$ cat config.mk
export PLATFORM = sky130hd
export DESIGN_NAME = murmur_style_string_hash_top
export DESIGN_NICKNAME = d
export VERILOG_FILES = /design/src/mshash_pkg.sv /design/src/mshash_alu.sv /design/src/murmur_style_string_hash_top.sv
export SDC_FILE = /design/constraint.sdc
export NUM_CORES = 1
export LEC_CHECK = 0
export ABC_AREA = 1
export BUFFER_PORTS_ARGS = -buffer_cell sky130_fd_sc_hd__buf_2
export CAP_MARGIN = 20
export CORE_UTILIZATION = 41
export DETAILED_ROUTE_END_ITERATION = 8
export HOLD_SLACK_MARGIN = 0.03
export PLACE_DENSITY_LB_ADDON = 0.05
export SYNTH_ARGS = -nofsm -noshare
export SYNTH_HDL_FRONTEND = slang
export SYNTH_SLANG_ARGS = --single-unit
$ cat constraint.sdc
create_clock -name i_clk -period 11.09 [get_ports i_clk]
set_input_delay 1.109 -clock i_clk [delete_from_list [all_inputs] [get_ports i_clk]]
set_output_delay 1.109 -clock i_clk [all_outputs]
set_load 0.1 [all_outputs]
$ cat src/mshash_pkg.sv
// shared types and constants for the string hash block
`timescale 1ns / 1ps

package mshash_pkg;

    // hash constants
    localparam logic [31:0] HASH_INIT = 32'hDEAD_BEEF;
    localparam logic [31:0] HASH_MUL  = 32'h7FD6_52AD;

    // xorshift amounts
    localparam logic [4:0] SHIFT_WORD = 5'd16;
    localparam logic [4:0] SHIFT_FIN1 = 5'd10;
    localparam logic [4:0] SHIFT_FIN2 = 5'd17;

    // ascii case folding
    localparam logic [7:0] LOWER_BELOW = 8'h60;
    localparam logic [7:0] LOWER_ABOVE = 8'h7B;
    localparam logic [7:0] CASE_DELTA  = 8'h20;

    // configuration register indexes
    localparam logic [1:0] CFG_SEED       = 2'd0;
    localparam logic [1:0] CFG_BIG_ENDIAN = 2'd1;
    localparam logic [1:0] CFG_FOLD_CASE  = 2'd2;

    // shared unit operations
    typedef enum logic [1:0] {
        ALU_ADD,
        ALU_MUL,
        ALU_XSH
    } t_alu_op;

    // control bundle for the shared unit
    typedef struct packed {
        t_alu_op    op;
        logic [4:0] shamt;
    } t_alu_ctl;

    // sequencer states
    typedef enum logic [2:0] {
        S_IDLE,
        S_ADD,
        S_MUL,
        S_XS,
        S_FMUL1,
        S_FXS1,
        S_FMUL2,
        S_FXS2
    } t_state;

endpackage

$ cat src/mshash_alu.sv
// shared add / constant multiply / xorshift unit
`timescale 1ns / 1ps

module mshash_alu (
    input  mshash_pkg::t_alu_ctl i_ctl,
    input  logic [31:0]          i_a,
    input  logic [31:0]          i_b,
    output logic [31:0]          o_y
);
    import mshash_pkg::*;

    logic [31:0] w_prod;

    // low word of the product is all that matters
    assign w_prod = i_a * HASH_MUL;

    // operation select
    always_comb begin
        case (i_ctl.op)
            ALU_ADD: o_y = i_a + i_b;
            ALU_MUL: o_y = w_prod;
            ALU_XSH: o_y = i_a ^ (i_a >> i_ctl.shamt);
            default: o_y = i_a;
        endcase
    end

endmodule

$ cat src/murmur_style_string_hash_top.sv
// top level of the string hash block: config, input capture, sequencer
//
//  channel | direction | handshake                 | payload
//  --------+-----------+---------------------------+------------------------------
//  in      | to block  | i_in_valid / o_in_stall   | i_data_word, i_byte_count, i_last
//  out     | from block| o_out_valid / i_out_stall | o_hash_value
//  cfg     | to block  | i_cfg_we                  | i_cfg_index, i_cfg_data
//
//  a word goes through capture, add, multiply and xorshift steps in the one
//  shared unit; a final item then adds the finalize multiply and xorshift steps.
//  an empty final item skips straight to the finalize steps.
//  the output register frees the input side: the next transaction is taken while
//  a result waits; finalizing holds only if a prior result is still stalled.
//  reset is synchronous, active low, and loads the accumulator with 0xDEADBEEF.
`timescale 1ns / 1ps

module murmur_style_string_hash_top (
    input  logic        i_clk,
    input  logic        i_rst_n,
    input  logic        i_cfg_we,
    input  logic [1:0]  i_cfg_index,
    input  logic [31:0] i_cfg_data,
    input  logic        i_in_valid,
    output logic        o_in_stall,
    input  logic [31:0] i_data_word,
    input  logic [2:0]  i_byte_count,
    input  logic        i_last,
    output logic        o_out_valid,
    input  logic        i_out_stall,
    output logic [31:0] o_hash_value
);
    import mshash_pkg::*;

    t_state      r_state, n_state;
    logic [31:0] r_init;
    logic        r_big_endian;
    logic        r_fold_case;
    logic [31:0] r_acc;
    logic [31:0] r_word;
    logic        r_last;
    logic        r_out_valid;
    logic [31:0] r_hash;

    t_alu_ctl    w_ctl;
    logic [31:0] w_alu_y;
    logic        w_acc_load;
    logic        w_in_accept;
    logic        w_out_free;
    logic [7:0]  w_byte [4];
    logic [31:0] w_capture;
    logic        w_full;
    logic        w_empty;

    assign w_in_accept = i_in_valid && !o_in_stall;
    assign w_out_free  = !r_out_valid || !i_out_stall;
    assign o_in_stall  = (r_state != S_IDLE);
    assign o_out_valid = r_out_valid;
    assign o_hash_value = r_hash;

    // per-byte case folding
    always_comb begin
        for (int k = 0; k < 4; k++) begin
            w_byte[k] = i_data_word[8*k +: 8];
            if (r_fold_case && w_byte[k] > LOWER_BELOW && w_byte[k] < LOWER_ABOVE) begin
                w_byte[k] = w_byte[k] - CASE_DELTA;
            end
        end
    end

    // word or tail formation
    assign w_full  = i_byte_count[2];
    assign w_empty = (i_byte_count == 3'd0);
    always_comb begin
        if (w_full) begin
            if (r_big_endian) begin
                w_capture = {w_byte[0], w_byte[1], w_byte[2], w_byte[3]};
            end else begin
                w_capture = {w_byte[3], w_byte[2], w_byte[1], w_byte[0]};
            end
        end else begin
            case (i_byte_count[1:0])
                2'd1:    w_capture = {24'd0, w_byte[0]};
                2'd2:    w_capture = {16'd0, w_byte[1], w_byte[0]};
                2'd3:    w_capture = {8'd0, w_byte[2], w_byte[1], w_byte[0]};
                default: w_capture = 32'd0;
            endcase
        end
    end

    // shared arithmetic unit
    mshash_alu u_alu (
        .i_ctl (w_ctl),
        .i_a   (r_acc),
        .i_b   (r_word),
        .o_y   (w_alu_y)
    );

    // next state
    always_comb begin
        n_state = r_state;
        case (r_state)
            S_IDLE: begin
                if (w_in_accept) begin
                    n_state = (w_full || !w_empty) ? S_ADD : S_FMUL1;
                end
            end
            S_ADD:   n_state = S_MUL;
            S_MUL:   n_state = S_XS;
            S_XS:    n_state = r_last ? S_FMUL1 : S_IDLE;
            S_FMUL1: n_state = S_FXS1;
            S_FXS1:  n_state = S_FMUL2;
            S_FMUL2: n_state = S_FXS2;
            S_FXS2:  n_state = w_out_free ? S_IDLE : S_FXS2;
            default: n_state = S_IDLE;
        endcase
    end

    // unit controls per state
    always_comb begin
        w_ctl.op    = ALU_ADD;
        w_ctl.shamt = SHIFT_WORD;
        w_acc_load  = 1'b0;
        case (r_state)
            S_ADD: begin
                w_ctl.op   = ALU_ADD;
                w_acc_load = 1'b1;
            end
            S_MUL, S_FMUL1, S_FMUL2: begin
                w_ctl.op   = ALU_MUL;
                w_acc_load = 1'b1;
            end
            S_XS: begin
                w_ctl.op   = ALU_XSH;
                w_acc_load = 1'b1;
            end
            S_FXS1: begin
                w_ctl.op    = ALU_XSH;
                w_ctl.shamt = SHIFT_FIN1;
                w_acc_load  = 1'b1;
            end
            S_FXS2: begin
                w_ctl.op    = ALU_XSH;
                w_ctl.shamt = SHIFT_FIN2;
            end
            default: begin
                w_ctl.op = ALU_ADD;
            end
        endcase
    end

    // control registers
    always_ff @(posedge i_clk) begin
        if (!i_rst_n) begin
            r_state      <= S_IDLE;
            r_init       <= HASH_INIT;
            r_big_endian <= 1'b0;
            r_fold_case  <= 1'b0;
            r_acc        <= HASH_INIT;
            r_out_valid  <= 1'b0;
        end else begin
            r_state <= n_state;
            // configuration writes
            if (i_cfg_we) begin
                case (i_cfg_index)
                    CFG_SEED: begin
                        r_init <= i_cfg_data + HASH_INIT;
                        r_acc  <= i_cfg_data + HASH_INIT;
                    end
                    CFG_BIG_ENDIAN: r_big_endian <= i_cfg_data[0];
                    CFG_FOLD_CASE:  r_fold_case  <= i_cfg_data[0];
                    default: ;
                endcase
            end else if (w_acc_load) begin
                r_acc <= w_alu_y;
            end else if (r_state == S_FXS2 && w_out_free) begin
                r_acc <= r_init;
            end
            // output register
            if (r_state == S_FXS2 && w_out_free) begin
                r_out_valid <= 1'b1;
            end else if (!i_out_stall) begin
                r_out_valid <= 1'b0;
            end
        end
    end

    // payload registers
    always_ff @(posedge i_clk) begin
        if (w_in_accept) begin
            r_word <= w_capture;
            r_last <= i_last || !w_full;
        end
        if (r_state == S_FXS2 && w_out_free) begin
            r_hash <= w_alu_y;
        end
    end

`ifndef SYNTHESIS
    // an accepted transaction makes the block busy next cycle
    a_busy_after_accept: assert property (@(posedge i_clk) disable iff (!i_rst_n)
        w_in_accept |=> o_in_stall)
        else $error("block not busy after accepting a transaction");

    // an empty item goes straight to finalization
    a_empty_to_final: assert property (@(posedge i_clk) disable iff (!i_rst_n)
        (w_in_accept && i_byte_count == 3'd0) |=> (r_state == S_FMUL1))
        else $error("empty item did not go to finalization");

    // delivering a result reloads the accumulator
    a_reload_after_result: assert property (@(posedge i_clk) disable iff (!i_rst_n)
        (r_state == S_FXS2 && w_out_free && !i_cfg_we) |=> (r_acc == r_init && r_out_valid))
        else $error("accumulator not reloaded after result");

    // a seed write reloads the accumulator
    a_seed_reload: assert property (@(posedge i_clk) disable iff (!i_rst_n)
        (i_cfg_we && i_cfg_index == CFG_SEED)
        |=> (r_acc == $past(i_cfg_data) + HASH_INIT))
        else $error("seed write did not reload the accumulator");
`endif

endmodule
### Word-level counts from Yosys, hierarchy flattened

Cells that the tools add are included.

* register bits: 135
* input bits: 75
* output and inout port bits: 34
* word-level logic and storage cells: 96

* add/sub/neg operators: 6
* $mul: 1
* $lt $le $gt $ge: 8
* equal/unequal tests: 17
* shift operators: 1
* multiplexer cells: 22
* bitwise gates (word level): 1
* reductions and logical operators: 31

Operators with widths (count)
* 32-bit two-way mux: 6
* 32-bit one-hot mux with 3 select lines: 1
* 24-bit one-hot mux with 3 select lines: 1
* 32-bit adder: 1
* 32-bit adder (second input constant): 1
* 8-bit by 7-bit > comparator with 1-bit output (second input constant): 4
* 8-bit by 7-bit < comparator with 1-bit output (second input constant): 4
* 32-bit by 31-bit multiplier with 32-bit output (second input constant): 1
* 8-bit two-way mux: 4
* 32-bit by 5-bit right shift with 32-bit output: 1
* 8-bit by 6-bit subtractor with 8-bit output (second input constant): 4
* 32-bit XOR: 1
* 3-bit one-hot mux with 8 select lines: 1
* 3-bit == test (second input constant): 4
* 3-bit two-way mux: 4
* 1-bit logical AND: 10
* 5-bit one-hot mux with 2 select lines: 1
* 2-bit == test (second input constant): 4
* 2-bit AND reduction: 4
* 2-bit by 1-bit == test with 1-bit output (second input constant): 3
* 3-bit by 2-bit == test with 1-bit output (second input constant): 2
* 3-bit logical NOT: 2
* 3-bit nonzero test: 2
* 3-bit OR reduction: 2
* other kinds (9): 19

### Longest topological paths before layout

* word-level depth: 7
* mapped depth: 31
* gate-level depth less buffers: 31

### Hierarchy

Synthesis repeated with hierarchy kept, for this count alone.

* cells, all modules: 3049
* area, all modules: 21529.4 um2

By module, submodules not included
* mshash_alu: instances 1, cells an instance 2036, area each 14224.9 um2, seq. area each 0.0 um2
* murmur_style_string_hash_top: instances 1, cells an instance 1013, area each 7304.5 um2, seq. area each 3353.2 um2

### Least setup slack after synthesis

Ideal clock, no wire load.

* path kind: register to register
* from: register r_acc[5]
* to: register r_acc[30]
* library setup time: 112 ps
* arrival: 5790 ps
* data required time: 10978 ps
* setup slack: 5188 ps
* stages on the path, launching flop included: 22
* buffers on the path: 0
* period minus slack after synthesis: 5902 ps
* path through: dfxtp_1 > fa_1 > fa_1 > inv_1 > fa_1 > inv_1 > fa_1 > fa_1 > fa_1 > fa_1 > fa_1 > ha_1 > nand2_1 > inv_1 > a221oi_1 > nand4_1 > nand3_1 > o211ai_1 > nand2_1 > nand2_1 > nand2_1 > nand2_1

* longest elaborated chain between the ends: 5
* elaborated cells on any way between the ends: 7
* classes of those cells: add/sub: 1; mul: 1; shift: 1; mux: 3; bitwise: 1

Ends and longest elaborated chain
* start, declared: RTL line murmur_style_string_hash_top.sv:38 `logic [31:0] r_acc;`
* start signal, assigned: RTL line murmur_style_string_hash_top.sv:167 `r_acc <= i_cfg_data + HASH_INIT;`
* start signal, assigned: RTL line murmur_style_string_hash_top.sv:174 `r_acc <= w_alu_y;`
* start signal, assigned: RTL line murmur_style_string_hash_top.sv:176 `r_acc <= r_init;`
* branches (longest 2 deep; another with 32-bit by 31-bit multiplier with 32-bit output)
* 32-bit one-hot mux with 3 select lines *: RTL line mshash_alu.sv:19 `case (i_ctl.op)`
* named net u_alu.o_y[30]: RTL line mshash_alu.sv:8 `output logic [31:0] o_y`
* 32-bit two-way mux *: RTL line murmur_style_string_hash_top.sv:173 `end else if (w_acc_load) begin`
* 32-bit two-way mux *: RTL line murmur_style_string_hash_top.sv:163 `if (i_cfg_we) begin`

Mark *: on every way through the listed nets, which the timed path passes.
A chain may end at the register's enable or synchronous reset.

### Worst setup path in the final report

* from: register r_acc[14]
* to: register r_acc[27]

Same word-level chain as after synthesis.

==> flow_summary.yaml <==
setup_path:
  crit_chain: "ha_1, ha_1, fa_1, inv_1, fa_1, inv_1, fa_1, fa_1, fa_1, fa_1, ha_1, nand2_1, nor2_1, inv_1, nor3_1, nand3_1, nand3_1, a21oi_1, o21ai_0, nand3_1, nand2_1, nand2_1, nand2_1, nand2_1"
  cp.arrival_ns: 7.49
  path_max_fanout: 12
  path_common_cell: "fa_1"
  cp_top_family: "adder cells"
  crit_path_max_incr_delay_ns: 1.12
  crit_slowest_cell: "dfxtp_1"
  cp-end-kind: "register"
  critPathKind: "register to register"
  critPathRequiredTime_ns: 11.42
  cp_num_buf_inv: 3
  start_kind: "register"
global_routing:
  busiest_layer: "met2"
  antenna_found_initial: 2
  grt_pass1_wl_mm: 106
  grt_max_degree: 56
  grtUsageMet3_pct: 3.02
  met2_usage_pct: 51.4
  grt-ovfl-total: 0
  grtUsageMet1_pct: 39.8
  grt_usage_pct: 30.7
  grt_pass1_vias: 16920
logic_synthesis:
  syn_avg_cell_area_sq_um: 7.82
  synthArstFlopShare_pct: 0
  netlist_area_sq_mm: 0.0189
  synth-seq-cells: 135
  synth_cell_types: 60
  synth_seq_area_share_pct: 17.8
  syn_inst: 2413
  synth_nets: 2930
  yosysWarnings: 0
  synth_edf_count: 65
  synthFlopType: "dfxtp_1"
layout:
  final_common_cell: "inv_1"
  fill_cells: 4684
  area_growth_pct: 10.8
  antennaDiodeCount: 0
  most-common-layout-cells: "inv_1, nand2_1, ha_1, fa_1, a21oi_1"
  fin_nets: 3044
  layout-drive-gt1-share_pct: 9.33
clock_tree:
  numCtsBuffers: 17
  cts.sinks: 135
  cts.clk_slew.worst_paths_ns: 0.06
  cts_setup_buffers: 0
  cts_max_path_buffers: 2
  insertion_delay_ns: 0.45
  cts_root_buf: "clkbuf_16"
  cts_max_level: 4
  cts_tree: "built"
  post_cts_resized: 0
  cts_hold_buf: 0
timing:
  finalClockSkew_ns: 0.0142
  hold_violations: 0
  tightestPinTransition_ns: 1.21
  slew_headroom_pct: 19.4
  final-max-slew-violation-count: 0
  finalSetupViolCount: 0
  period_minus_slack_ns: 7.15
  finalCritPeriodShare_pct: 64.5
  rsz0062_at_grt: "false"
  clock.fmax_mhz: 140
  tns_ns: 0
floorplan:
  fp.coreArea_sq_mm: 0.0454
  start_util_pct: 41.6
  die_area_sq_mm: 0.0469
  rows: 78
  ios: 109
  die_width_um: 217
  dieHeight_um: 217
routing:
  vias: 16957
  ant_nets: 0
  drt_iter0_markers: 1212
  drt-total-wl_mm: 70.4
  wl_per_cell_um: 22.4
  via_per_inst: 5.40
  drc: 0
  dr.pass1.iters: 5
place:
  place_congestion: 0.981
  dpl.hpwl_mm: 57.0
  io_buffer_count: 108
worst_hold_path:
  hold_path.class: "register to register"
run:
  drv_cap: 0
outcome:
  status: "finished, final reports clean"
-- worst reg2reg max path, delay by kind of cell, from the launching register on --
kind	cells	cell delay [ns]
adder cells (fa/ha/maj)	9	3.93
AND/OR/NAND/NOR	10	1.51
flip-flops	1	1.12
AO/OA/AOI/OAI	2	0.29
buffers and inverters	3	0.19
-- path summary, 6_finish.rpt --
path,from,to,slack [ns],depth (start not counted)
setup / recovery,r_acc[14],r_acc[27],3.94,24
hold / removal,r_init[21],r_init[21],0.46,1
setup reg to reg,r_acc[14],r_acc[27],3.94,24
hold reg to reg,r_init[21],r_init[21],0.46,1
-- registers in the layout, indices dropped and copies added (netlist names) --
signal / flops
o_hash_value: 32
r_fold_case: 1
r_last: 1
o_out_valid: 1
r_acc: 32
r_state: 3
r_big_endian: 1
r_init: 32
r_word: 32
-- cells by family (layout without fill, tap and decap cells) --
group	after synthesis	count (layout)	share of synthesized area, %
mux	2	2	0.106
flops	135	135	17.8
xor+xnor	46	46	2.17
simple gates	792	792	18.1
compound gates	471	471	14.2
buf+inv	525	652	10.7
fa+ha+maj	442	442	37.0
-- cell usage after synthesis, types with 30 or more instances --
cell type,n,area share [%]
nand3_1,139,3.7
edfxtp_1,65,10
dfxtp_1,70,7.4
o22ai_1,35,1.2
a21oi_1,185,4.9
o21ai_1,54,1.4
nand2_1,422,8.4
inv_1,462,9.2
o21ai_0,110,2.9
ha_1,249,17
nor2_1,134,2.7
fa_1,193,20
xor2_1,30,1.4
-- area by class of cell --
cell class,count,area (sq um),area share [%]
flip-flops and latches,135,3350,16.0
inverters,478,1800,8.59
clock buffers,17,425,2.03
repair buffers,142,836,4.00
clock inverters,15,241,1.15
well taps,600,751,3.59
multi-input cells,1753,13500,64.6
-- routing by layer --
layer	vias up	share of wire (%)
met3	122	4.1
li1	8133	-
met1	8219	43
met5	-	0.023
met2	481	48
met4	2	5.0
-- per-stage QoR --
step | utilization, % | instances | worst slack [ns] | hold slack [ns] | area (sq um)
final | 46.1 | 3140 | 3.94 | 0.465 | 20900
after detailed placement | 44.6 | 3108 | 4.09 | 0.450 | 20300
after CTS | 46.1 | 3140 | 4.05 | 0.465 | 20900
after floorplan | - | 2413 | 5.19 | 0.436 | 18900
after global placement | 44.5 | 3106 | 4.03 | 0.445 | 20200
after global routing | 46.1 | 3140 | 3.71 | 0.487 | 20900
Power is not shown: default switching activity piles up to over one toggle a cycle in this logic, so the estimate is an artifact.
